### config.mk
export PLATFORM = sky130hd
export DESIGN_NAME = rc_servo_pwm_generator
export DESIGN_NICKNAME = d
export VERILOG_FILES = /design/src/hdl/rcs_pkg.sv /design/src/hdl/rc_servo_pwm_generator.sv /design/src/hdl/rcs_period_div.sv
export VERILOG_INCLUDE_DIRS = /design/src /design/src/hdl
export SDC_FILE = /design/constraint.sdc
export NUM_CORES = 1
export LEC_CHECK = 0
export BUFFER_PORTS_ARGS = -buffer_cell sky130_fd_sc_hd__buf_2
export CORE_MARGIN = 10
export CORE_UTILIZATION = 59
export DETAILED_ROUTE_END_ITERATION = 8
export PLACE_DENSITY = 0.79
export SLEW_MARGIN = 20
export SYNTH_ARGS = -nofsm -noshare
export SYNTH_HDL_FRONTEND = slang
export SYNTH_SLANG_ARGS = --single-unit
### constraint.sdc
create_clock -name clk -period 8.11 [get_ports clk]
set_input_delay 0 -clock clk [delete_from_list [all_inputs] [get_ports clk]]
set_output_delay 0 -clock clk [all_outputs]
set_load 0.05 [all_outputs]
### src/hdl/assert_macros.svh
// Assertion macros used by the top level of the servo pulse generator.
`ifndef ASSERT_MACROS_SVH
`define ASSERT_MACROS_SVH
`ifndef SYNTH
// Checked property, switched off while reset is asserted.
`define RCS_ASSERT(lbl, prop, msg) \
  lbl: assert property (@(posedge clk) disable iff (!rst_n) prop) else $error(msg);
// Checked property that also holds across reset.
`define RCS_ASSERT_ALWAYS(lbl, prop, msg) \
  lbl: assert property (@(posedge clk) prop) else $error(msg);
`else
`define RCS_ASSERT(lbl, prop, msg)
`define RCS_ASSERT_ALWAYS(lbl, prop, msg)
`endif
`endif

### src/hdl/rcs_pkg.sv
// Constants, codes and types of the servo pulse generator.
package rcs_pkg;

  // Channel and position geometry.
  localparam int NUM_CH     = 2;
  localparam int CH_W       = 2;
  localparam int CH_IDX_W   = 1;
  localparam int POS_W      = 10;
  localparam int MAX_POS    = 999;
  localparam int CENTER_POS = 500;

  // Pulse width arithmetic.
  localparam int GAIN_W         = 13;
  localparam int GAIN_FRAC      = 10;
  localparam int PROD_W         = POS_W + GAIN_W;
  localparam int SUM_W          = PROD_W - GAIN_FRAC + 1;
  localparam int WIDTH_W        = 12;
  localparam int WIDTH_SAT      = 4095;
  localparam int MINW_W         = 11;
  localparam int BASE_MIN_WIDTH = 1000;
  localparam int WIDTH_RANGE    = 1000;
  localparam int WIDTH_RESET    = BASE_MIN_WIDTH + CENTER_POS;
  localparam int GAIN_RESET     = 1 << GAIN_FRAC;

  // Gain division by MAX_POS: span * 2^GAIN_FRAC / MAX_POS is written as
  // span + span * RECIP_PRE / MAX_POS, and the second term uses a reciprocal
  // that is exact for every span up to 2000.
  localparam int SPAN_W      = 11;
  localparam int SPAN_S_W    = 12;
  localparam int RECIP_PRE   = (1 << GAIN_FRAC) - MAX_POS;
  localparam int RECIP_MUL   = 67177;
  localparam int RECIP_K     = RECIP_PRE * RECIP_MUL;
  localparam int RECIP_SHIFT = 26;
  localparam int RQ_W        = 32;

  // Travel limits.
  localparam int LIMIT_W = 10;
  localparam logic signed [LIMIT_W-1:0] LIMIT_HI = 10'sd500;
  localparam logic signed [LIMIT_W-1:0] LIMIT_LO = -10'sd500;

  // Frame period.
  localparam int FREQ_W       = 9;
  localparam logic [FREQ_W-1:0] FREQ_MIN = 9'd20;
  localparam logic [FREQ_W-1:0] FREQ_MAX = 9'd300;
  localparam int FREQ_RESET   = 50;
  localparam int TICK_FREQ    = 1000000;
  localparam int TICK_W       = 20;
  localparam int STEP_W       = $clog2(TICK_W);
  localparam int PERIOD_W     = 16;
  localparam int PERIOD_RESET = TICK_FREQ / FREQ_RESET;

  // Port widths.
  localparam int IN_DATA_W  = 16;
  localparam int OUT_DATA_W = 16;
  localparam int OUT_PAD_W  = OUT_DATA_W - 2 - NUM_CH - POS_W;
  localparam int CFG_IDX_W  = 3;
  localparam int CFG_DATA_W = 10;

  typedef enum logic [1:0] {
    ST_OK      = 2'd0,
    ST_BAD_CH  = 2'd1,
    ST_BAD_POS = 2'd2
  } status_e;

  typedef enum logic {
    FUNC_TICK = 1'b0,
    FUNC_SET  = 1'b1
  } func_e;

  typedef enum logic [CFG_IDX_W-1:0] {
    REG_LOWER_0 = 3'd0,
    REG_UPPER_0 = 3'd1,
    REG_LOWER_1 = 3'd2,
    REG_UPPER_1 = 3'd3,
    REG_EN_0    = 3'd4,
    REG_EN_1    = 3'd5,
    REG_FREQ    = 3'd6
  } reg_idx_e;

  // Status of the period divider as seen by the top level.
  typedef struct packed {
    logic busy;
    logic done;
  } div_stat_t;

endpackage

### src/hdl/rc_servo_pwm_generator.sv
// Top level of the two-channel hobby-servo pulse generator.
//
// Input transactions arrive on in_*: in_tuser selects a tick (0) or a
// set-position command (1), in_tdata carries the channel and position.
// Every transaction gives one result transaction on out_*: a status code,
// both pulse output levels at the frame counter value seen by the item, and
// the stored position of the addressed channel.
// The pipeline takes one transaction per clock while the receiver does not
// stall and no configuration write is busy; the result passes the input
// register, product register and output register. A set-position command
// changes the pulse width at once, so its own levels already use the new width.
// When the receiver stalls, the whole pipeline holds and in_tready falls in
// the same cycle; nothing is dropped.
// The cfg_* port writes limits, enables and the frame rate. A limit write
// keeps cfg_ready low while gain and width are rebuilt; a frame rate write
// keeps it low until the bit-serial period divider is done. Input
// transactions are held off during that time.
// A synchronous reset centres both channels (1500 ticks), enables them,
// sets 50 Hz (20000 ticks) and clears the frame counter and the pipeline.
`include "assert_macros.svh"

module rc_servo_pwm_generator (
  input  logic                           clk,
  input  logic                           rst_n,
  input  logic                           in_tvalid,
  output logic                           in_tready,
  // [1:0] channel, [11:2] position, [15:12] zero
  input  logic [rcs_pkg::IN_DATA_W-1:0]  in_tdata,
  // [0] func
  input  logic                           in_tuser,
  output logic                           out_tvalid,
  input  logic                           out_tready,
  // [1:0] status, [2] pwm_out_0, [3] pwm_out_1, [13:4] stored_position,
  // [15:14] zero
  output logic [rcs_pkg::OUT_DATA_W-1:0] out_tdata,
  input  logic                           cfg_valid,
  output logic                           cfg_ready,
  input  logic [rcs_pkg::CFG_IDX_W-1:0]  cfg_index,
  input  logic [rcs_pkg::CFG_DATA_W-1:0] cfg_data
);
  import rcs_pkg::*;

  typedef enum logic [5:0] {
    CFG_IDLE = 6'b000001,
    CFG_DIV  = 6'b000010,
    CFG_GAIN = 6'b000100,
    CFG_MUL  = 6'b001000,
    CFG_WID  = 6'b010000,
    CFG_FREQ = 6'b100000
  } cfg_state_e;

  // Pulse width = minimum width plus scaled position, saturated.
  function automatic logic [WIDTH_W-1:0] width_calc(input logic [MINW_W-1:0] mn,
                                                    input logic [PROD_W-1:0] p);
    logic [SUM_W-1:0] s;
    s = SUM_W'(mn) + SUM_W'(p[PROD_W-1:GAIN_FRAC]);
    return (s > SUM_W'(WIDTH_SAT)) ? WIDTH_W'(WIDTH_SAT) : s[WIDTH_W-1:0];
  endfunction

  // Channel state.
  logic [POS_W-1:0]           positions_r   [NUM_CH];
  logic [GAIN_W-1:0]          gains_r       [NUM_CH];
  logic [MINW_W-1:0]          min_width_r   [NUM_CH];
  logic [WIDTH_W-1:0]         width_r       [NUM_CH];
  logic signed [LIMIT_W-1:0]  lower_limit_r [NUM_CH];
  logic signed [LIMIT_W-1:0]  upper_limit_r [NUM_CH];
  logic [NUM_CH-1:0]          enable_r;
  logic [PERIOD_W-1:0]        period_r;
  logic [PERIOD_W-1:0]        frame_cnt_r;

  // Configuration sequencer.
  cfg_state_e                 cfg_state_r;
  logic [CH_IDX_W-1:0]        cfg_ch_r;
  logic [SPAN_W-1:0]          cfg_span_r;
  logic [RQ_W-1:0]            cfg_q_r;
  logic [PROD_W-1:0]          cfg_wprod_r;
  logic                       cfg_idle;
  logic                       cfg_acc;
  logic signed [LIMIT_W-1:0]  cfg_lim;
  logic                       cfg_lim_ok;
  logic [FREQ_W-1:0]          cfg_freq;
  logic                       cfg_freq_ok;
  logic signed [SPAN_S_W-1:0] cfg_span_s;
  logic [SPAN_W-1:0]          cfg_span_pos;
  logic signed [MINW_W:0]     cfg_min_s;
  logic                       div_start;
  div_stat_t                  div_stat;
  logic [PERIOD_W-1:0]        div_quot;

  // Pipeline.
  logic                       adv;
  logic                       in_acc;
  logic                       s1_valid_r;
  logic                       s1_func_r;
  logic [CH_W-1:0]            s1_ch_r;
  logic [POS_W-1:0]           s1_pos_r;
  logic [CH_IDX_W-1:0]        s1_chi;
  logic                       s1_ch_ok;
  logic                       s1_pos_ok;
  logic                       s1_set;
  logic                       s1_wr;
  logic                       s1_tick;
  status_e                    s1_status;
  logic [POS_W-1:0]           s1_new_pos;
  logic [POS_W-1:0]           s1_stored;
  logic [PROD_W-1:0]          s1_prod;
  logic [PERIOD_W:0]          cnt_inc;
  logic [PERIOD_W-1:0]        cnt_nxt;
  logic                       tick_adv;
  logic                       s2_valid_r;
  status_e                    s2_status_r;
  logic [POS_W-1:0]           s2_stored_r;
  logic                       s2_wr_r;
  logic [CH_IDX_W-1:0]        s2_chi_r;
  logic [PROD_W-1:0]          s2_prod_r;
  logic [PERIOD_W-1:0]        s2_cnt_r;
  logic [WIDTH_W-1:0]         s2_width_new;
  logic [NUM_CH-1:0]          s2_lvl;
  logic                       out_valid_r;
  status_e                    out_status_r;
  logic [NUM_CH-1:0]          out_lvl_r;
  logic [POS_W-1:0]           out_stored_r;

  // Handshakes: the pipeline moves whenever the output register is free.
  assign adv       = !out_valid_r || out_tready;
  assign cfg_idle  = cfg_state_r == CFG_IDLE;
  assign in_tready = adv && cfg_idle;
  assign in_acc    = in_tvalid && in_tready;
  assign cfg_ready = cfg_idle;
  assign cfg_acc   = cfg_valid && cfg_ready;

  // Stage 1: decode, choose the position and form the scaled product.
  always_comb begin
    s1_chi     = s1_ch_r[CH_IDX_W-1:0];
    s1_ch_ok   = s1_ch_r < CH_W'(NUM_CH);
    s1_pos_ok  = s1_pos_r <= POS_W'(MAX_POS);
    s1_set     = s1_func_r == FUNC_SET;
    s1_tick    = s1_func_r == FUNC_TICK;
    s1_wr      = s1_set && s1_ch_ok && s1_pos_ok;
    if (s1_set && !s1_ch_ok) begin
      s1_status = ST_BAD_CH;
    end else if (s1_set && !s1_pos_ok) begin
      s1_status = ST_BAD_POS;
    end else begin
      s1_status = ST_OK;
    end
    s1_new_pos = s1_wr ? s1_pos_r : positions_r[s1_chi];
    s1_stored  = s1_ch_ok ? s1_new_pos : '0;
    s1_prod    = PROD_W'(s1_new_pos) * PROD_W'(gains_r[s1_chi]);
    cnt_inc    = {1'b0, frame_cnt_r} + 1'b1;
    cnt_nxt    = (cnt_inc >= {1'b0, period_r}) ? '0 : cnt_inc[PERIOD_W-1:0];
  end

  assign tick_adv = adv && s1_valid_r && s1_tick;

  // Stage 2: finish the new width and compare both channels with the counter.
  always_comb begin
    s2_width_new = width_calc(min_width_r[s2_chi_r], s2_prod_r);
    for (int k = 0; k < NUM_CH; k++) begin
      if (s2_wr_r && s2_chi_r == CH_IDX_W'(k)) begin
        s2_lvl[k] = enable_r[k] && (s2_cnt_r < PERIOD_W'(s2_width_new));
      end else begin
        s2_lvl[k] = enable_r[k] && (s2_cnt_r < PERIOD_W'(width_r[k]));
      end
    end
  end

  // Pipeline valid bits.
  always_ff @(posedge clk) begin
    if (!rst_n) begin
      s1_valid_r  <= 1'b0;
      s2_valid_r  <= 1'b0;
      out_valid_r <= 1'b0;
    end else if (adv) begin
      s1_valid_r  <= in_acc;
      s2_valid_r  <= s1_valid_r;
      out_valid_r <= s2_valid_r;
    end
  end

  // Pipeline payload.
  always_ff @(posedge clk) begin
    if (in_acc) begin
      s1_func_r <= in_tuser;
      s1_ch_r   <= in_tdata[CH_W-1:0];
      s1_pos_r  <= in_tdata[CH_W +: POS_W];
    end
    if (adv) begin
      s2_status_r  <= s1_status;
      s2_stored_r  <= s1_stored;
      s2_wr_r      <= s1_wr;
      s2_chi_r     <= s1_chi;
      s2_prod_r    <= s1_prod;
      s2_cnt_r     <= frame_cnt_r;
      out_status_r <= s2_status_r;
      out_lvl_r    <= s2_lvl;
      out_stored_r <= s2_stored_r;
    end
  end

  // Configuration write decode.
  always_comb begin
    cfg_lim      = signed'(cfg_data);
    cfg_lim_ok   = (cfg_lim >= LIMIT_LO) && (cfg_lim <= LIMIT_HI);
    cfg_freq     = cfg_data[FREQ_W-1:0];
    cfg_freq_ok  = (cfg_freq >= FREQ_MIN) && (cfg_freq <= FREQ_MAX);
    div_start    = cfg_acc && (cfg_index == REG_FREQ) && cfg_freq_ok;
    cfg_span_s   = SPAN_S_W'(WIDTH_RANGE) + SPAN_S_W'(upper_limit_r[cfg_ch_r])
                 - SPAN_S_W'(lower_limit_r[cfg_ch_r]);
    cfg_span_pos = (cfg_span_s > 0) ? cfg_span_s[SPAN_W-1:0] : '0;
    cfg_min_s    = (MINW_W+1)'(BASE_MIN_WIDTH) + (MINW_W+1)'(lower_limit_r[cfg_ch_r]);
  end

  rcs_period_div u_period_div (
    .clk      (clk),
    .rst_n    (rst_n),
    .start    (div_start),
    .divisor  (cfg_freq),
    .stat     (div_stat),
    .quotient (div_quot)
  );

  // Configuration sequencer working registers.
  always_ff @(posedge clk) begin
    if (cfg_state_r == CFG_DIV) begin
      cfg_span_r <= cfg_span_pos;
      cfg_q_r    <= RQ_W'(cfg_span_pos) * RQ_W'(RECIP_K);
    end
    if (cfg_state_r == CFG_MUL) begin
      cfg_wprod_r <= PROD_W'(positions_r[cfg_ch_r]) * PROD_W'(gains_r[cfg_ch_r]);
    end
  end

  // Channel state, frame counter and configuration sequencer.
  always_ff @(posedge clk) begin
    if (!rst_n) begin
      for (int c = 0; c < NUM_CH; c++) begin
        positions_r[c]   <= POS_W'(CENTER_POS);
        gains_r[c]       <= GAIN_W'(GAIN_RESET);
        min_width_r[c]   <= MINW_W'(BASE_MIN_WIDTH);
        width_r[c]       <= WIDTH_W'(WIDTH_RESET);
        lower_limit_r[c] <= '0;
        upper_limit_r[c] <= '0;
      end
      enable_r    <= '1;
      period_r    <= PERIOD_W'(PERIOD_RESET);
      frame_cnt_r <= '0;
      cfg_state_r <= CFG_IDLE;
      cfg_ch_r    <= '0;
    end else begin
      // Item side: stored positions, counter advance and new widths.
      if (adv && s1_valid_r && s1_wr) begin
        positions_r[s1_chi] <= s1_pos_r;
      end
      if (tick_adv) begin
        frame_cnt_r <= cnt_nxt;
      end
      if (adv && s2_valid_r && s2_wr_r) begin
        width_r[s2_chi_r] <= s2_width_new;
      end

      // Configuration side.
      unique case (cfg_state_r)
        CFG_IDLE: begin
          if (cfg_acc) begin
            unique case (cfg_index) inside
              REG_LOWER_0, REG_UPPER_0, REG_LOWER_1, REG_UPPER_1: begin
                // Bit 1 of the index picks the channel, bit 0 picks the
                // upper or lower limit.
                if (cfg_lim_ok) begin
                  if (cfg_index[0]) begin
                    upper_limit_r[cfg_index[1]] <= cfg_lim;
                  end else begin
                    lower_limit_r[cfg_index[1]] <= cfg_lim;
                  end
                  cfg_ch_r    <= cfg_index[1];
                  cfg_state_r <= CFG_DIV;
                end
              end
              REG_EN_0, REG_EN_1: begin
                enable_r[cfg_index[0]] <= cfg_data[0];
              end
              REG_FREQ: begin
                if (cfg_freq_ok) begin
                  cfg_state_r <= CFG_FREQ;
                end
              end
              default: begin
              end
            endcase
          end
        end
        CFG_DIV: begin
          cfg_state_r <= CFG_GAIN;
        end
        CFG_GAIN: begin
          // Largest gain is 2050, so it never reaches the 13-bit ceiling.
          gains_r[cfg_ch_r] <= GAIN_W'(cfg_span_r) + GAIN_W'(cfg_q_r >> RECIP_SHIFT);
          cfg_state_r       <= CFG_MUL;
        end
        CFG_MUL: begin
          min_width_r[cfg_ch_r] <= cfg_min_s[MINW_W-1:0];
          cfg_state_r           <= CFG_WID;
        end
        CFG_WID: begin
          width_r[cfg_ch_r] <= width_calc(min_width_r[cfg_ch_r], cfg_wprod_r);
          cfg_state_r       <= CFG_IDLE;
        end
        CFG_FREQ: begin
          if (div_stat.done) begin
            period_r    <= div_quot;
            cfg_state_r <= CFG_IDLE;
          end
        end
        default: begin
          cfg_state_r <= CFG_IDLE;
        end
      endcase
    end
  end

  // Result channel.
  assign out_tvalid = out_valid_r;
  assign out_tdata  = {OUT_PAD_W'(0), out_stored_r, out_lvl_r, out_status_r};

  // Checks on the pipeline and the configuration sequencer.
  `RCS_ASSERT_ALWAYS(a_rst_clears_out, !rst_n |=> !out_tvalid, "reset left a result pending")
  `RCS_ASSERT(a_cnt_in_period, tick_adv && cfg_idle |=> frame_cnt_r < period_r || frame_cnt_r == '0, "frame counter ran past the period")
  `RCS_ASSERT(a_pipe_to_out, s2_valid_r && adv |=> out_valid_r, "result lost between stage two and output")
  `RCS_ASSERT(a_no_cfg_while_div, div_stat.busy |-> !cfg_ready, "configuration taken while period divider busy")

endmodule

### src/hdl/rcs_period_div.sv
// Bit-serial divider that turns the frame rate into a period in frame counter ticks.
module rcs_period_div (
  input  logic                         clk,
  input  logic                         rst_n,
  input  logic                         start,
  input  logic [rcs_pkg::FREQ_W-1:0]   divisor,
  output rcs_pkg::div_stat_t           stat,
  output logic [rcs_pkg::PERIOD_W-1:0] quotient
);
  import rcs_pkg::*;

  logic              busy_r;
  logic              done_r;
  logic [STEP_W-1:0] step_r;
  logic [TICK_W-1:0] dvd_r;
  logic [FREQ_W-1:0] rem_r;
  logic [FREQ_W-1:0] dsr_r;
  logic [FREQ_W:0]   trial;
  logic [FREQ_W:0]   diff;
  logic              ge;
  logic [FREQ_W-1:0] rem_nxt;

  // One restoring step: bring down the next dividend bit and try a subtract.
  always_comb begin
    trial   = {rem_r, dvd_r[TICK_W-1]};
    diff    = trial - {1'b0, dsr_r};
    ge      = trial >= {1'b0, dsr_r};
    rem_nxt = ge ? diff[FREQ_W-1:0] : trial[FREQ_W-1:0];
  end

  // Control: one step per cycle, a done pulse after the last step.
  always_ff @(posedge clk) begin
    if (!rst_n) begin
      busy_r <= 1'b0;
      done_r <= 1'b0;
      step_r <= '0;
    end else begin
      done_r <= 1'b0;
      if (start) begin
        busy_r <= 1'b1;
        step_r <= '0;
      end else if (busy_r) begin
        step_r <= step_r + 1'b1;
        if (step_r == STEP_W'(TICK_W - 1)) begin
          busy_r <= 1'b0;
          done_r <= 1'b1;
        end
      end
    end
  end

  // Datapath: the quotient bits shift in where the dividend bits leave.
  always_ff @(posedge clk) begin
    if (start) begin
      dvd_r <= TICK_W'(TICK_FREQ);
      rem_r <= '0;
      dsr_r <= divisor;
    end else if (busy_r) begin
      dvd_r <= {dvd_r[TICK_W-2:0], ge};
      rem_r <= rem_nxt;
    end
  end

  assign stat.busy = busy_r;
  assign stat.done = done_r;
  assign quotient  = dvd_r[PERIOD_W-1:0];

endmodule

== After elaboration in Yosys (flattened, before gate mapping) ==
Memories as Yosys holds them, arrays and structs flattened. A register that Yosys moved wholly into a read port is not among the register bits.
Index checks and enable logic that the tools add are counted.

* Register bits: 235
* RAM bits: 130
* Output and inout bits: 19
* Memories: 6

* $add $sub $neg: 9
* Multipliers: 3
* Magnitude comparators: 16
* Equality and inequality tests: 18
* Multiplexer cells: 86
* Bitwise logic cells: 4
* Reductions and logical operators: 43

{| class="wikitable"
|+ Memories
! name !! words !! bits a word !! read ports !! clocked after Yosys merged registers in !! wr ports !! line !! text
|-
| gains_r || 2 || 12 || 2 || 2 || 2 || rc_servo_pwm_generator.sv:62 || <nowiki>logic [GAIN_W-1:0] gains_r [NUM_CH];</nowiki>
|-
| width_r || 2 || 12 || 2 || 0 || 2 || rc_servo_pwm_generator.sv:64 || <nowiki>logic [WIDTH_W-1:0] width_r [NUM_CH];</nowiki>
|-
| min_width_r || 2 || 11 || 2 || 2 || 2 || rc_servo_pwm_generator.sv:63 || <nowiki>logic [MINW_W-1:0] min_width_r [NUM_CH];</nowiki>
|-
| lower_limit_r || 2 || 10 || 1 || 1 || 2 || rc_servo_pwm_generator.sv:65 || <nowiki>logic signed [LIMIT_W-1:0] lower_limit_r [NUM_CH];</nowiki>
|-
| positions_r || 2 || 10 || 2 || 2 || 2 || rc_servo_pwm_generator.sv:61 || <nowiki>logic [POS_W-1:0] positions_r [NUM_CH];</nowiki>
|-
| upper_limit_r || 2 || 10 || 1 || 1 || 2 || rc_servo_pwm_generator.sv:66 || <nowiki>logic signed [LIMIT_W-1:0] upper_limit_r [NUM_CH];</nowiki>
|}

{| class="wikitable"
|+ Operator list
! kind !! number
|-
| 1-bit 2-to-1 mux || 64
|-
| 12-bit 2-to-1 mux || 5
|-
| 16-bit by 12-bit < comparator with 1-bit output || 3
|-
| 10-bit by 13-bit multiplier with 23-bit output || 2
|-
| 10-bit 2-to-1 mux || 4
|-
| 12-bit OR reduction || 3
|-
| 11-bit by 21-bit multiplier with 32-bit output (second input constant) || 1
|-
| 6-bit case mux with 5 select lines || 1
|-
| 10-bit OR reduction || 3
|-
| 11-bit by 13-bit adder with 14-bit output || 2
|-
| 14-bit by 12-bit greater-than comparator with 1-bit output (second input constant) || 2
|-
| 6-bit 2-to-1 mux || 4
|-
| 1-bit logical AND || 23
|-
| 11-bit 2-to-1 mux || 2
|-
| 10-bit <= comparator (second input constant) || 2
|-
| 16-bit by 1-bit adder with 17-bit output (second input constant) || 1
|-
| 17-bit by 16-bit greater-or-equal comparator with 1-bit output || 1
|-
| 16-bit 2-to-1 mux || 1
|-
| 11-bit by 10-bit adder with 12-bit output (first input constant) || 1
|-
| 11-bit by 6-bit adder with 12-bit output || 1
|-
| 12-bit by 1-bit greater-than comparator with 1-bit output (second input constant) || 1
|-
| 6-bit case mux with 2 select lines || 1
|-
| 12-bit by 10-bit subtractor with 12-bit output || 1
|-
| 11-bit by 10-bit adder with 11-bit output (first input constant) || 1
|-
| other kinds (38) || 49
|}

== Logic depth before layout (Yosys ltp) ==
Gate-level depths: netlist (run 1).

* Depth after elaboration: 10
* Gate-level depth with buffers: 42
* Depth with buffers taken out: 37

== Modules after synthesis ==
A second synthesis (run 1) with hierarchy kept.

* Cells, all modules: 2562
* Area, all modules: 26081.3 µm²

{| class="wikitable"
|+ Modules (own cells, without submodules)
! module !! times used !! cells an instance !! area each (µm²) !! sequential area each (µm²)
|-
| rc_servo_pwm_generator || 1 || 2328 || 23830.4 || 7847.5
|-
| rcs_period_div || 1 || 234 || 2250.9 || 991.0
|}

== Worst setup path before layout (run 1) ==
No wires, ideal clock.

* Path kind: register to register
* Start: register with a tool-made name
* End: register cfg_q_r[31] (data pin)
* Arrival time: 8.288 ns
* Data required time: 7.847 ns
* Setup slack: -0.441 ns
* Cell stages (with the launch flop): 41
* Clock period less this slack: 8.551 ns
* Cell sequence: dfxtp_1 > clkbuf_1 > buf_4 > buf_1 > clkbuf_1 > mux2_2 > ha_1 > ha_1 > inv_1 > fa_1 > nor2b_1 > o31a_1 > o21ai_0 > nand2b_1 > xnor2_1 > nand2_1 > nor4_1 > a31o_2 > [... 5 more ...] > inv_1 > fa_1 > inv_1 > fa_1 > inv_1 > fa_1 > inv_1 > ha_1 > nand3_1 > nor3_1 > nand3_1 > o21ai_0 > nor3_1 > o41ai_4 > o31ai_4 > o21ai_2 > a21o_1 > xor2_1

{| class="wikitable"
|+ RTL lines
! what !! line !! text
|-
| end signal, assigned || rc_servo_pwm_generator.sv:227 || <nowiki>cfg_q_r <= RQ_W'(cfg_span_pos) * RQ_W'(RECIP_K);</nowiki>
|-
| end, declared || rc_servo_pwm_generator.sv:75 || <nowiki>logic [RQ_W-1:0] cfg_q_r;</nowiki>
|}

==> out/qor.txt, run 1 <==
======================================================================================
Wire length of the first global-routing pass ............................    98,700 µm
CTS tree ................................................................        built
Number of distinct standard cells referenced by the synthesized netlist .           79
Internal portion of total power .........................................      5.65 mW
Most repeated cell in the gate-level netlist after synthesis ............ sky130_fd_sc_hd__inv_1
Die area ................................................................   52,700 µm²
DRC violations left .....................................................            0
Antenna-violating nets left .............................................            0
Hold violation count in the final report ................................            0
Post-synthesis sequential element count .................................          322
Highest net fanout along the worst path .................................            8
Hold Path End ...........................................................  s1_pos_r[5]
Worst setup SP type .....................................................    flip-flop
Length of the first detailed-routing pass in iterations .................            6
PnR worst setup slack ...................................................     0.322 ns
CP max-delay cell ....................................................... sky130_fd_sc_hd__fa_1
Post-route minimum period ...............................................      7.79 ns
Fraction of final layout cells sized beyond drive strength 1 ............       0.0920
Most used flip-flop cell after synthesis ................................ sky130_fd_sc_hd__edfxtp_1
Clk_skew ................................................................    0.0249 ns
PwrDens .................................................................   346 nW/µm²
Largest net degree at the start of global routing .......................           62
Outcome ................................................................. finished, final reports clean
Share of total power in the clock network ...............................        0.166
Global placement routability congestion .................................        0.935
Count of mapped cells out of synthesis ..................................        2,535
FF-to-FF path depth .....................................................           30
TritonCTS buffer count ..................................................           36
Destination of the worst register-to-register timing path ...............  cfg_q_r[31]
I/O pin count ...........................................................           54
Antenna violations before repair ........................................            0
Final period utilization ................................................        0.960
Iter 0 DRT Violations ...................................................        1,491
Level count of the clock H-tree .........................................            2
Sequential share of power ...............................................        0.232
Worst relative slew slack ...............................................        0.288
Maximum capacitance violations ..........................................            0
Share of Yosys cell area claimed by the top area cell type ..............        0.277
Inserted Diodes .........................................................            0
Total congestion overflow ...............................................            0
Gate power share ........................................................        0.602
Vias per Instance .......................................................         5.86
Largest vdd supply drop .................................................     0.500 mV
Row count ...............................................................           76
Critical Path Sink Type .................................................    flip-flop
Routed wirelength normalized by instance count ..........................      18.8 µm
Mapped cell area ........................................................   25,900 µm²
Area added between synthesis and finish .................................        10.0%
Critical Path Max Stage Delay ...........................................      0.55 ns
R2R Setup Slk ...........................................................      0.32 ns
Worst Setup Path Type ...................................................   reg -> reg
Most area-hungry cell type in the Yosys netlist ......................... sky130_fd_sc_hd__edfxtp_1
Total routing resource utilization after global routing .................        0.229
Hold path startpoint ....................................................  in_tdata[7]
Die outline width .......................................................       230 µm
Top cells by area in the synthesized netlist ............................ sky130_fd_sc_hd__edfxtp_1, sky130_fd_sc_hd__ha_1, sky130_fd_sc_hd__fa_1
Worst setup timing slack at the placement stage .........................     0.110 ns
Cell Area, Placed .......................................................   26,800 µm²
Effective utilization at floorplan ......................................        0.599
Clk pin slew, worst setup/hold paths ....................................      0.06 ns
Filler-free cell count of the finished design ...........................        3,238
Die extent in y .........................................................       230 µm
Final-report max-slew violation count ...................................            0
Number of endpoints failing setup at the final stage ....................            0
Max Fclk ................................................................      128 MHz
Routed wire length ......................................................    60,700 µm
Via count of the first global-routing pass ..............................       19,500
Cell total after placement ..............................................        3,127
Final-layout fill cell count ............................................        3,246
Clock network latency to the later pin of the worst-skew pair ...........      0.59 ns
Number of buffers on the longest clock path .............................            3
Non-Filler Cell Area, Final .............................................   28,500 µm²
Fraction of power spent switching nets ..................................        0.428
Switching power .........................................................      4.22 mW
Cell types with the highest counts after synthesis ...................... sky130_fd_sc_hd__inv_1, sky130_fd_sc_hd__ha_1, sky130_fd_sc_hd__nand2_1, sky130_fd_sc_hd__nor2_1, sky130_fd_sc_hd__edfxtp_1
Number of vias in the routed layout .....................................       19,000
Number of synthesized flops with an enable pin ..........................          239
Post-layout util ........................................................        0.659
Worst Tran Pin Value ....................................................      1.07 ns
Seq/Total Area, Yosys ...................................................        0.341
Yosys warns .............................................................            0
Worst Path Required .....................................................      8.42 ns
Number of buffers added on ports ........................................           47
Root buffer cell ........................................................ sky130_fd_sc_hd__clkbuf_16
Post-synthesis area per instance ........................................     10.2 µm²
Detailed placement HPWL .................................................    46,000 µm
Class of the tightest hold or removal check .............................    in -> reg
Sink Count ..............................................................          322
Layout net count ........................................................        3,141
Floorplan Core Area .....................................................   43,300 µm²
Cells on Worst Hold Path ................................................            2
Data arrival time of the critical path ..................................      8.10 ns
Share of async-settable or async-resettable flops after synthesis .......            0
Cell leakage power ......................................................      13.1 nW
======================================================================================
==> power by group through the flow <==
stage	logic [mW]	registers (mW)	clock network, mW
floorplan	4.51	2.31	0
global placement	5.54	2.31	0
detailed placement	5.81	2.32	0
CTS	5.93	2.29	1.66
global route	6.81	2.30	1.72
finish	5.94	2.29	1.64
==> cells by family after synthesis <==
kind of cell    share of synthesized area
xor+xnor                           0.0328
buf+inv                            0.0545
flops                               0.341
compound gates                     0.0846
simple gates                        0.145
fa+ha+maj                           0.285
mux                                0.0568
other cells                      0.000145
==> registers in the layout (all words and copies together), names as in the netlist, 9 cells and up, named ones only <==
| register | count |
|---|---|
| s1_pos_r | 10 |
| gains_r | 24 |
| min_width_r | 22 |
| width_r | 24 |
| u_period_div.dvd_r | 20 |
| u_period_div.dsr_r | 9 |
| s2_stored_r | 10 |
| lower_limit_r | 20 |
| period_r | 16 |
| positions_r | 20 |
| u_period_div.rem_r | 9 |
| cfg_span_r | 11 |
| s2_cnt_r | 16 |
| upper_limit_r | 20 |
| out_stored_r | 10 |
| s2_prod_r | 13 |
| frame_cnt_r | 16 |
| cfg_wprod_r | 13 |
==> how the worst max path moves through the flow <==
stage             endpoint  depth (start not counted)  startpoint  slack, ns
3_5_place_dp   cfg_q_r[31]                         34   flip-flop       0.11
4_1_cts        cfg_q_r[31]                         34   flip-flop       0.02
6_report       cfg_q_r[31]                         30   flip-flop       0.32
3_3_place_gp   cfg_q_r[31]                         34   flip-flop       0.36
2_1_floorplan  cfg_q_r[31]                         40   flip-flop       0.02
5_1_grt        cfg_q_r[31]                         35   flip-flop      -0.03
==> stage by stage <==
| stage | total power [mW] | hold slack [ns] | setup TNS, ns |
|---|---|---|---|
| after CTS | 9.87 | 0.116 | 0 |
| after global placement | 7.85 | 0.176 | 0 |
| final | 9.87 | 0.131 | 0 |
| after detailed placement | 8.13 | 0.178 | 0 |
| after global routing | 10.8 | 0.131 | -0.0345 |
| after floorplan | 6.82 | 0.0989 | 0 |
==> area by class of cell <==
type / instances / area, µm² / share of cell area
repair buffers: 115 / 832 / 0.0292
clock buffers: 50 / 1020 / 0.0356
flip-flops and latches: 322 / 8840 / 0.310
multi-input cells: 1845 / 15800 / 0.554
clock inverters: 16 / 164 / 0.00575
well taps: 585 / 732 / 0.0257
inverters: 305 / 1150 / 0.0403
==> cell usage in the layout, fill, tap and decap left out, drive strengths merged, types with 35 or more instances in the layout <==
cell type / netlist / routed
xor2: 35 / 35
buf: 16 / 82
xnor2: 60 / 60
fa: 183 / 183
mux2i: 77 / 77
mux2: 61 / 61
inv: 305 / 305
o21ai: 57 / 57
a21oi: 70 / 70
dfxtp: 83 / 83
clkbuf: 48 / 50
and2: 56 / 56
nor2: 255 / 255
ha: 298 / 298
a21o: 40 / 40
nand2: 278 / 278
edfxtp: 239 / 239
==> critical path: cells and delay by family, from the launching register on <==
kind,cells,cell delay (ns)
adders and majority gates,8,3.20
buffers and inverters,4,0.54
DFF,1,0.41
xor gates and xnor gates,2,0.28
AOI/OAI and AO/OA,12,2.11
and+or+nand+nor,3,0.61
muxes,1,0.36
==> timing repair <==
item                                    4_1_cts  5_1_grt
endpoints found under the hold margin        84        0
hold buffers                                 33        0
endpoints found under the setup margin        0        4
setup buffers                                 0       12
resized for setup                             0       20
==> routing by layer <==
layer  GRT usage  vias up  wire [µm]  share of wire
li1            -     8815          -              -
met1       0.292     9304      24800           0.41
met2       0.390      721      29900           0.49
met3      0.0328      140       3990          0.066
met4      0.0836        0       2050          0.034
met5           0        -          0              0
No activity file was read; power rests on OpenSTA's default activity.
==> inputs of run 2 (changes only) <==
--- a/config.mk
+++ b/config.mk
@@ -10,7 +10,7 @@
 export CORE_MARGIN = 10
 export CORE_UTILIZATION = 59
 export DETAILED_ROUTE_END_ITERATION = 8
-export PLACE_DENSITY = 0.79
+export PLACE_DENSITY_LB_ADDON = 0.2
 export SLEW_MARGIN = 20
 export SYNTH_ARGS = -nofsm -noshare
 export SYNTH_HDL_FRONTEND = slang
==> run 2 against run 1 <==
Net effect:
- utilization increased by 0.45 points
- highest routed layer unchanged
- non-clock buffer count is 5 higher
- clock skew decreased by 0.00064 ns
- wire length fell by 1.3%
- die area unchanged
- worst setup slack improved by 0.0084 ns
- register-to-register slack about the same
- sequential cell count unchanged
- power is 2.5% higher
- sequential share of layout area fell by 0.20 points
- final cell count up 0.15%
- via count down 1.8%
==> out/qor.txt, run 2 (synthesis gave the netlist of run 1 again) <==
==============================================================================
Stages on worst setup path ......................................           36
Post-route minimum period .......................................      7.78 ns
Cell total after placement ......................................        3,132
Number of endpoints failing setup at the final stage ............            0
Iter 0 DRT Violations ...........................................        1,391
Layout net count ................................................        3,147
Sink Count ......................................................          322
Fraction of final layout cells sized beyond drive strength 1 ....       0.0959
Total congestion overflow .......................................            0
Level count of the clock H-tree .................................            2
I/O pin count ...................................................           54
PwrDens .........................................................   352 nW/µm²
Wire length of the first global-routing pass ....................    97,800 µm
Share of total power in the clock network .......................        0.187
Largest net degree at the start of global routing ...............           73
Die outline width ...............................................       230 µm
DRC violations left .............................................            0
Cell leakage power ..............................................      13.2 nW
Filler-free cell count of the finished design ...................        3,243
Die area ........................................................   52,700 µm²
Inserted Diodes .................................................            0
Vias per Instance ...............................................         5.75
Detailed placement HPWL .........................................    45,800 µm
Cell family contributing the most delay on the critical path ....  adder cells
Clk pin slew, worst setup/hold paths ............................      0.06 ns
Antenna-violating nets left .....................................            0
Class of the tightest hold or removal check .....................    in -> reg
Number of vias in the routed layout .............................       18,600
Global placement routability congestion .........................        0.900
Data arrival time of the critical path ..........................      8.09 ns
Antenna violations before repair ................................            1
Routed wirelength normalized by instance count ..................      18.5 µm
Floorplan Core Area .............................................   43,300 µm²
Maximum capacitance violations ..................................            0
Routed wire length ..............................................    60,000 µm
Max Fclk ........................................................      129 MHz
TritonCTS buffer count ..........................................           37
Effective utilization at floorplan ..............................        0.599
Worst relative slew slack .......................................        0.258
Die extent in y .................................................       230 µm
Critical Path Sink Type .........................................    flip-flop
Final-report max-slew violation count ...........................            0
Last element of the critical path ...............................  cfg_q_r[31]
FF-to-FF path depth .............................................           36
Destination of the worst register-to-register timing path .......  cfg_q_r[31]
Hold violation count in the final report ........................            0
Clock network latency to the later pin of the worst-skew pair ...      0.58 ns
Critical Path Max Stage Delay ...................................      0.54 ns
Outcome ......................................................... finished, final reports clean
CP max-delay cell ............................................... sky130_fd_sc_hd__fa_1
Gate power share ................................................        0.587
Number of buffers added on ports ................................           47
Worst setup SP type .............................................    flip-flop
R2R Setup Slk ...................................................      0.33 ns
Root buffer cell ................................................ sky130_fd_sc_hd__clkbuf_16
Most used cells in the layout excluding fill and tap cells ...... sky130_fd_sc_hd__inv_1, sky130_fd_sc_hd__ha_1, sky130_fd_sc_hd__nand2_1
Worst Setup Path Type ...........................................   reg -> reg
Clk_skew ........................................................    0.0243 ns
Number of buffers on the longest clock path .....................            3
Switching power .................................................      4.22 mW
Setup Total Neg Slack ...........................................         0 ns
Largest vdd supply drop .........................................     0.402 mV
Row count .......................................................           76
Buffering stage count on the worst path with inverters included .            7
Leading registers by flop count ................................. gains_r (24), width_r (24), min_width_r (22)
Most numerous cell on the critical path ......................... sky130_fd_sc_hd__inv_1
Worst Path Required .............................................      8.42 ns
Internal portion of total power .................................      5.89 mW
Fraction of power spent switching nets ..........................        0.418
Total routing resource utilization after global routing .........        0.228
Length of the first detailed-routing pass in iterations .........            8
Final period utilization ........................................        0.959
CTS tree ........................................................        built
Worst Tran Pin Value ............................................      1.10 ns
Via count of the first global-routing pass ......................       19,000
Most common library cell in the layout ignoring fill and taps ... sky130_fd_sc_hd__inv_1
Sequential share of power .......................................        0.226
Area added between synthesis and finish .........................        10.8%
Highest net fanout along the worst path .........................            8
==============================================================================
run 2: how the worst min path moves through the flow:
stage	start	endpoint	cells past startpoint
5_1_grt	rst_n	enable_r[1]	3
3_3_place_gp	in_tdata[5]	s1_pos_r[3]	1
2_1_floorplan	in_tdata[0]	s1_ch_r[0]	0
4_1_cts	rst_n	enable_r[1]	3
3_5_place_dp	in_tdata[6]	s1_pos_r[4]	1
6_report	rst_n	enable_r[0]	3
run 2: metal layers:
metal / GRT usage / wire (µm) / share of wire
met5: 0 / 0 / 0
met4: 0.0718 / 1740 / 0.029
met3: 0.0441 / 4070 / 0.068
met2: 0.375 / 28700 / 0.48
met1: 0.299 / 25400 / 0.42
run 2: repair_timing:
| item | CTS | global route |
|---|---|---|
| endpoints found under the hold margin | 75 | 0 |
| hold buffers | 30 | 0 |
| setup buffers | 0 | 15 |
| setup endpoints to repair | 0 | 6 |
| resized for setup | 0 | 14 |
run 2: power groups by stage:
stage               Clock, mW  Sequential, mW  Combinational (mW)
finish                   1.89            2.29                5.93
floorplan                   0            2.31                4.51
global placement            0            2.32                5.61
CTS                      1.92            2.29                5.93
global route             1.98            2.31                6.82
detailed placement          0            2.32                5.86
run 2: worst register-to-register path: cells and delay by family (launching register included):
| kind | cells | cell delay [ns] |
|---|---|---|
| adder cells (fa/ha/maj) | 9 | 3.02 |
| flip-flops | 1 | 0.43 |
| multiplexers | 1 | 0.29 |
| XOR/XNOR | 2 | 0.33 |
| AO/OA/AOI/OAI | 10 | 1.86 |
| buffers and inverters | 7 | 0.53 |
| AND/OR/NAND/NOR | 7 | 1.05 |
run 2: final cells by class:
| cell class | count | area [µm²] |
|---|---|---|
| clock buffers | 43 | 978 |
| fillers | 3333 | 14500 |
| repair buffers | 120 | 862 |
| flip-flops and latches | 322 | 8840 |
| well taps | 585 | 732 |
| clock inverters | 23 | 394 |
| multi-input cells | 1845 | 15800 |
| inverters | 305 | 1140 |
run 2: per-stage QoR:
stage          utilization  total power [mW]  hold WS (ns)  area (µm²)  setup slack (ns)
3_5_place_dp         0.621              8.18         0.178       26900             0.105
4_1_cts              0.660              10.1        0.0108       28600            0.0526
5_1_grt              0.664              11.1        0.0481       28700           -0.0385
6_report             0.664              10.1        0.0303       28700             0.330
2_1_floorplan            -              6.82        0.0989       26000            0.0172
3_3_place_gp         0.621              7.92         0.177       26900             0.357
==> inputs of run 3 (changes only) <==
--- a/config.mk
+++ b/config.mk
@@ -10,7 +10,8 @@
 export CORE_MARGIN = 10
 export CORE_UTILIZATION = 59
 export DETAILED_ROUTE_END_ITERATION = 8
-export PLACE_DENSITY_LB_ADDON = 0.2
+export MAX_ROUTING_LAYER = met4
+export PLACE_DENSITY = 0.79
 export SLEW_MARGIN = 20
 export SYNTH_ARGS = -nofsm -noshare
 export SYNTH_HDL_FRONTEND = slang
==> run 3 against run 2 <==
Net effect:
- hold slack better by 0.10 ns
- die area did not move
- fmax is 1.8% lower
- non-clock buffer count decreased by 8
- global-route usage increased by 0.54 points
- register-to-register slack lost 0.14 ns
- final cell count is 0.31% lower
- sequential share of layout area is 0.16 points higher
- clock skew is 0.0029 ns higher
- power fell by 1.8%
- via count is 1.2% higher
- utilization down 0.36 points
- critical path type unchanged
- largest power group unchanged
==> out/qor.txt, run 3 (synthesis gave the netlist of run 1 again) <==
============================================================================
Length of the first detailed-routing pass in iterations .......            6
Row count .....................................................           76
Number of endpoints failing setup at the final stage ..........            0
PwrDens .......................................................   348 nW/µm²
Global placement routability congestion .......................        0.947
Maximum capacitance violations ................................            0
Cell leakage power ............................................      13.1 nW
Die area ......................................................   52,700 µm²
Highest net fanout along the worst path .......................            7
Iter 0 DRT Violations .........................................        1,581
Worst Tran Pin Value ..........................................      1.14 ns
Wire length of the first global-routing pass ..................    97,400 µm
Top layer used by detailed routing ............................         met4
Area added between synthesis and finish .......................        10.2%
Data arrival time of the critical path ........................      8.22 ns
Clk pin slew, worst setup/hold paths ..........................      0.06 ns
Post-route minimum period .....................................      7.92 ns
Clock network latency to the later pin of the worst-skew pair .      0.58 ns
Most used cells in the layout excluding fill and tap cells .... sky130_fd_sc_hd__inv_1, sky130_fd_sc_hd__ha_1, sky130_fd_sc_hd__nand2_1
Inserted Diodes ...............................................            0
Most numerous cell on the critical path ....................... sky130_fd_sc_hd__inv_1
Worst relative slew slack .....................................        0.219
Die outline width .............................................       230 µm
Most common library cell in the layout ignoring fill and taps . sky130_fd_sc_hd__inv_1
I/O pin count .................................................           54
Routed wire length ............................................    60,500 µm
Routed wirelength normalized by instance count ................      18.7 µm
Final-report max-slew violation count .........................            0
Number of buffers added on ports ..............................           47
Fraction of final layout cells sized beyond drive strength 1 ..       0.0925
Total congestion overflow .....................................            0
Hold Path End .................................................  s1_pos_r[1]
CTS tree ......................................................        built
Effective utilization at floorplan ............................        0.599
Antenna violations before repair ..............................            0
Total routing resource utilization after global routing .......        0.234
Cells on Worst Hold Path ......................................            2
Critical Path Max Stage Delay .................................      0.54 ns
Final period utilization ......................................        0.977
Worst setup SP type ...........................................    flip-flop
TritonCTS buffer count ........................................           35
Class of the tightest hold or removal check ...................    in -> reg
Number of vias in the routed layout ...........................       18,900
Largest vdd supply drop .......................................     0.509 mV
Vias per Instance .............................................         5.84
Length of routed met3 wiring ..................................      3880 µm
CP max-delay cell ............................................. sky130_fd_sc_hd__fa_1
Layout net count ..............................................        3,137
Sink Count ....................................................          322
Met2 routed WL ................................................    30,000 µm
Destination of the worst register-to-register timing path .....  cfg_q_r[31]
Number of buffers on the longest clock path ...................            3
Leading registers by flop count ............................... gains_r (24), width_r (24), min_width_r (22)
Worst Setup Path Type .........................................   reg -> reg
Hold Slack ....................................................     0.134 ns
Largest net degree at the start of global routing .............           62
Critical Path Sink Type .......................................    flip-flop
Root buffer cell .............................................. sky130_fd_sc_hd__clkbuf_16
Detailed placement HPWL .......................................    46,000 µm
Worst Path Required ...........................................      8.41 ns
Floorplan Core Area ...........................................   43,300 µm²
Hold violation count in the final report ......................            0
Antenna-violating nets left ...................................            0
Filler-free cell count of the finished design .................        3,233
Die extent in y ...............................................       230 µm
Outcome ....................................................... finished, final reports clean
Via count of the first global-routing pass ....................       19,000
Clk_skew ......................................................    0.0272 ns
Metal-1 WL ....................................................    24,700 µm
Max Fclk ......................................................      126 MHz
Hold path startpoint ..........................................  in_tdata[3]
Total Power Consumption .......................................      9.93 mW
FF-to-FF path depth ...........................................           35
DRC violations left ...........................................            0
Final-layout fill cell count ..................................        3,212
Level count of the clock H-tree ...............................            2
R2R Setup Slk .................................................      0.19 ns
Cell total after placement ....................................        3,126
============================================================================
run 3: changes by cell type in the layout (fill, tap and decap cells not counted), moves of 2 or more:
cell,previous run,this run
sky130_fd_sc_hd__buf_4,42,31
sky130_fd_sc_hd__bufinv_16,9,4
sky130_fd_sc_hd__clkbuf_1,3,6
sky130_fd_sc_hd__clkbuf_8,3,5
sky130_fd_sc_hd__clkinv_1,6,1
sky130_fd_sc_hd__dlygate4sd3_1,30,33
sky130_fd_sc_hd__inv_6,0,3
sky130_fd_sc_hd__mux2i_2,4,1
sky130_fd_sc_hd__mux2i_4,1,4
run 3: area by class of cell:
cell class	count	area, µm²	share of cell area
well taps	585	732	0.0256
flip-flops and latches	322	8840	0.310
multi-input cells	1845	15800	0.553
repair buffers	112	810	0.0283
clock buffers	48	997	0.0349
clock inverters	16	230	0.00806
inverters	305	1150	0.0402
run 3: worst max-delay path by stage:
stage,from,to,cells after the start
after global routing,flip-flop,cfg_q_r[31],35
after floorplan,flip-flop,cfg_q_r[31],40
final,flip-flop,cfg_q_r[31],35
after global placement,flip-flop,cfg_q_r[31],33
after CTS,flip-flop,cfg_q_r[31],36
after detailed placement,flip-flop,cfg_q_r[31],33
run 3: where the power goes:
group          internal (mW)  switching (mW)
logic                   2.54            3.39
registers               2.17           0.121
clock network           1.00           0.707
run 3: stage by stage:
stage | cell area (µm²) | setup slack, ns | utilization | TNS (ns)
floorplan | 26000 | 0.0172 | - | 0
global placement | 26800 | 0.344 | 0.620 | 0
detailed placement | 26800 | 0.220 | 0.620 | 0
CTS | 28400 | 0.139 | 0.656 | 0
global route | 28600 | -0.0468 | 0.660 | -0.0468
finish | 28600 | 0.189 | 0.660 | 0
run 3: metal layers:
metal	up-vias	GRT usage
met5	-	-
met4	0	0.0855
met3	120	0.0247
met2	741	0.386
met1	9197	0.294
li1	8810	-
run 3: worst max-delay path, delay by kind of cell (launching register included):
kind            cells  cell delay (ns)
xor+xnor            2             0.31
simple gates        9             1.52
mux                 1             0.39
flops               1             0.42
compound gates      8             1.58
fa+ha+maj           8             2.94
buf+inv             7             0.46
run 3: what timing repair did:
item	in CTS	in global routing
setup endpoints to repair	0	4
gates resized for setup	0	19
hold buffers	33	0
hold endpoints to repair	84	0
setup buffers	0	10
